File: src/rtl/salc_ram.sv
// Generic simple dual-port RAM (one write port, one read port) with registered read.
module salc_ram #(
   parameter int Width = 32,
   parameter int Depth = 16
) (
   input  logic                     clock,
   input  logic                     wr_en,
   input  logic [$clog2(Depth)-1:0] wr_addr,
   input  logic [Width-1:0]         wr_data,
   input  logic [$clog2(Depth)-1:0] rd_addr,
   output logic [Width-1:0]         rd_data
);
   logic [Width-1:0] mem [Depth];

   always_ff @(posedge clock) begin
      if (wr_en) begin
         mem[wr_addr] <= wr_data;
      end
      rd_data <= mem[rd_addr];
   end
endmodule
File: config.mk
export PLATFORM = sky130hd
export DESIGN_NAME = salc_ram
export DESIGN_NICKNAME = d
export VERILOG_FILES = /design/src/rtl/salc_ram.sv
export SDC_FILE = /design/constraint.sdc
export NUM_CORES = 1
export LEC_CHECK = 0
export ABC_AREA = 0
export BUFFER_PORTS_ARGS = -buffer_cell sky130_fd_sc_hd__buf_2
export CAP_MARGIN = 20
export CORE_MARGIN = 2
export CORE_UTILIZATION = 50
export DETAILED_ROUTE_END_ITERATION = 10
export HOLD_SLACK_MARGIN = 0.05
export PLACE_DENSITY = 0.75
export SETUP_SLACK_MARGIN = 0.1
export SYNTH_ARGS = -nofsm -noshare
export SYNTH_HDL_FRONTEND = slang
export SYNTH_SLANG_ARGS = --single-unit
File: constraint.sdc
create_clock -name clock -period 4.1 [get_ports clock]
set_input_delay 1.025 -clock clock [delete_from_list [all_inputs] [get_ports clock]]
set_output_delay 1.025 -clock clock [all_outputs]
set_load 0.02 [all_outputs]
==> results.txt <==
----------------------------------------------------
[Clock network]
  Post-CTS setup repair buffer count ... 0
  Total number of H-tree levels ... 2
  Clock root cell ... sky130_fd_sc_hd__clkbuf_16
  Number of sinks handled by clock tree synthesis ... 544
  Clock-pin slew on the worst setup and hold paths ... 60 ps
  Number of hold buffers added after CTS ... 0
  CTS Buf Count ... 52
  Worst-Skew Late Latency ... 570 ps
  Post-CTS Resized ... 0
  Clock tree from TritonCTS ... done
  Bufs on Longest Clock Path ... 3

[Placed design]
  Routability cong. ... 0.705
  Estimated wirelength of the detail-placed design ... 20.9 mm
  Number of placed instances, taps included ... 1414
  Dpl cell area ... 21100 um2
  Number of buffers added on ports ... 73
  Place WS ... 1160 ps

[Layout]
  Non-filler cells, final ... 1512
  Post-route cell area ... 22800 um2
  Utilization after layout ... 58.5%
  Number of antenna cells inserted ... 0
  Most common cell after layout, fill and taps aside ... sky130_fd_sc_hd__edfxtp_1
  Top library cells by usage in the layout, fill and taps aside ... sky130_fd_sc_hd__edfxtp_1 (512), sky130_fd_sc_hd__mux4_2 (128), sky130_fd_sc_hd__buf_2 (71)
  Number of nets in the layout ... 994
  Layout cells sized above 1 ... 32.6%
  Area overhead of the layout relative to synthesis ... 14.7%

[Worst setup path]
  Crit path arrival time ... 2760 ps
  CP max stage cell ... sky130_fd_sc_hd__mux4_2
  Worst path required time ... 4530 ps
  CP Buf/Inv Count ... 2
  Cells along the critical path ... clkbuf_8 > buf_4 > mux4_2 > a22oi_1 > nand2_1
  Crit path max-delay family ... buffers and inverters
  Highest cell delay on the worst timing path ... 540 ps
  Type of the setup path with the least slack ... input pin to register
  Kind of end point of the critical path ... register
  CP Launch Type ... input pin
  Largest driver fanout on the critical path ... 37

[STA]
  Final-report max-slew violation count ... 0
  Time the worst path needs with I/O delays and setup ... 2330 ps
  Setup violators final ... 0
  Setup Skew ... 15.2 ps
  Setup repair after global routing missed its margin ... false
  Final WS setup ... 1770 ps
  Final-layout setup total negative slack ... 0 ps
  Number of endpoints with negative hold slack in the final report ... 0
  Max transition margin ... 47.1%
  Portion of the clock cycle consumed by the worst path in the final layout ... 56.9%
  Least-Margin Pin Slew ... 794 ps
  Highest achievable clock rate ... 0.429 GHz

[Detailed routing]
  Final routed wire length divided by cell count ... 27.1 um
  Via count normalized by instance count ... 6.03
  Final antenna-violating net count ... 0
  Wirelength, routed ... 40.9 mm
  Vias after detailed routing ... 9118
  DRC violations left ... 0
  First drt pass iteration count ... 5
  Number of DRC violations after detailed-routing iteration 0 ... 998

[Floorplanning]
  Area of the die ... 41300 um2
  Core Area ... 38900 um2
  Height of the die ... 203 um
  Initial Util ... 51.0%
  Row count ... 72
  Number of top-level pins ... 74
  Floorplan die width ... 203 um

[Global routing]
  Vias in the first global route ... 9643
  Initial antenna violation count ... 1
  First-pass GRT wire length ... 61.4 mm
  Largest net degree at the start of global routing ... 129
  Sum of overflow across all layers after global routing ... 0
  Global Route Usage Sum ... 20.4%

[Worst hold path]
  Hold Path Class ... register to register

[Synth]
  Post-synthesis cell area ... 19900 um2
  Cell type with the highest aggregate area in the netlist ... sky130_fd_sc_hd__edfxtp_1
  Number of library cell types mapped by synthesis ... 18
  Net count after synthesis ... 880
  Number of synthesis warnings ... 0
  Leading post-synthesis cells by cell area ... sky130_fd_sc_hd__edfxtp_1 (77%), sky130_fd_sc_hd__mux4_2 (15%), sky130_fd_sc_hd__dfxtp_1 (3.2%)
  Sequential area share after synthesis ... 80.7%
  Count of state elements after synthesis ... 544
  Top cell type's share of synthesized area ... 77.4%
  Gate count of the mapped netlist ... 838
  Post-Synthesis Mean Instance Area ... 23.7 um2

[Power]
  Sequential group share of total power ... 55.0%
  Share of power burned in combinational logic ... 5.1%
  Power per cell area ... 500 nW/um2
  Peak ir drop on the vdd network ... 0.000444 V
  Internal power consumption ... 9.03 mW
  Switching fraction of total power ... 20.7%
  Clock Power Share ... 39.9%
  Switching pwr ... 2.35 mW
  Leakage dissipation ... 7.31 nW

[Run]
  Number of maximum-capacitance violations ... 0

[Outcome]
  Outcome ... complete, no violations

----------------------------------------------------
-- worst min-delay path: stages (launching register included) --
cell and delay (ps):
sky130_fd_sc_hd__edfxtp_1 310, sky130_fd_sc_hd__mux4_2 220, sky130_fd_sc_hd__a22oi_1 60, sky130_fd_sc_hd__nand2_1 50
-- layer usage --
| layer | track usage [%] | wire length (um) |
|---|---|---|
| met5 | 0 | 0 |
| met3 | 4.15 | 3360 |
| met4 | 4.80 | 699 |
| met2 | 32.4 | 19900 |
| met1 | 29.7 | 17000 |
-- metrics by stage --
step | hold slack [ps] | total power [mW]
after global routing | 698 | 11.7
after CTS | 664 | 11.5
after global placement | 652 | 6.94
after detailed placement | 660 | 6.96
final | 665 | 11.4
after floorplan | 635 | 6.71
-- flip-flops by register name, summed over array words and instances, names as in the netlist --
signal,cells
mem,512
rd_data,32
-- cells by family (layout without fill, tap and decap cells) --
logic type / after synthesis / in the layout / share of synthesized area (%)
AOI/OAI and AO/OA: 64 / 64 / 2.42
muxes: 128 / 128 / 14.5
buffers and inverters: 43 / 199 / 1.12
and+or+nand+nor: 59 / 59 / 1.27
DFF: 544 / 544 / 80.7
-- final timing paths --
check	startpoint	to	slack, ps	depth (start not counted)
worst max-delay path	rd_addr[0]	rd_data[1]	1770	5
worst min-delay path	mem[14][23]	rd_data[23]	670	3
worst max register to register	mem[0][16]	rd_data[16]	2660	3
worst min register to register	mem[14][23]	rd_data[23]	670	3
-- power groups by stage --
stage | Combinational [mW] | Sequential (mW) | Clock (mW)
finish | 0.585 | 6.26 | 4.54
detailed placement | 0.582 | 6.38 | 0
global placement | 0.572 | 6.37 | 0
CTS | 0.587 | 6.26 | 4.61
global route | 0.628 | 6.27 | 4.81
floorplan | 0.299 | 6.41 | 0
-- cell usage after synthesis (all sizes together) --
master and instances:
and2 1, mux4 128, nor2b 2, a22oi 64, nor2 13, nor3 4, buf 26, nand2b 2
dfxtp 32, nand2 33, edfxtp 512, nand3 1, or3b 1, nand3b 2, clkbuf 17
-- layout make-up --
cell class,instances,area (um2)
clock buffers,67,1390
clock inverters,29,219
fillers,2721,16200
multi-input cells,251,3760
flip-flops and latches,544,16000
well taps,518,648
repair buffers,103,739
No activity file was read; power rests on OpenSTA's default activity.
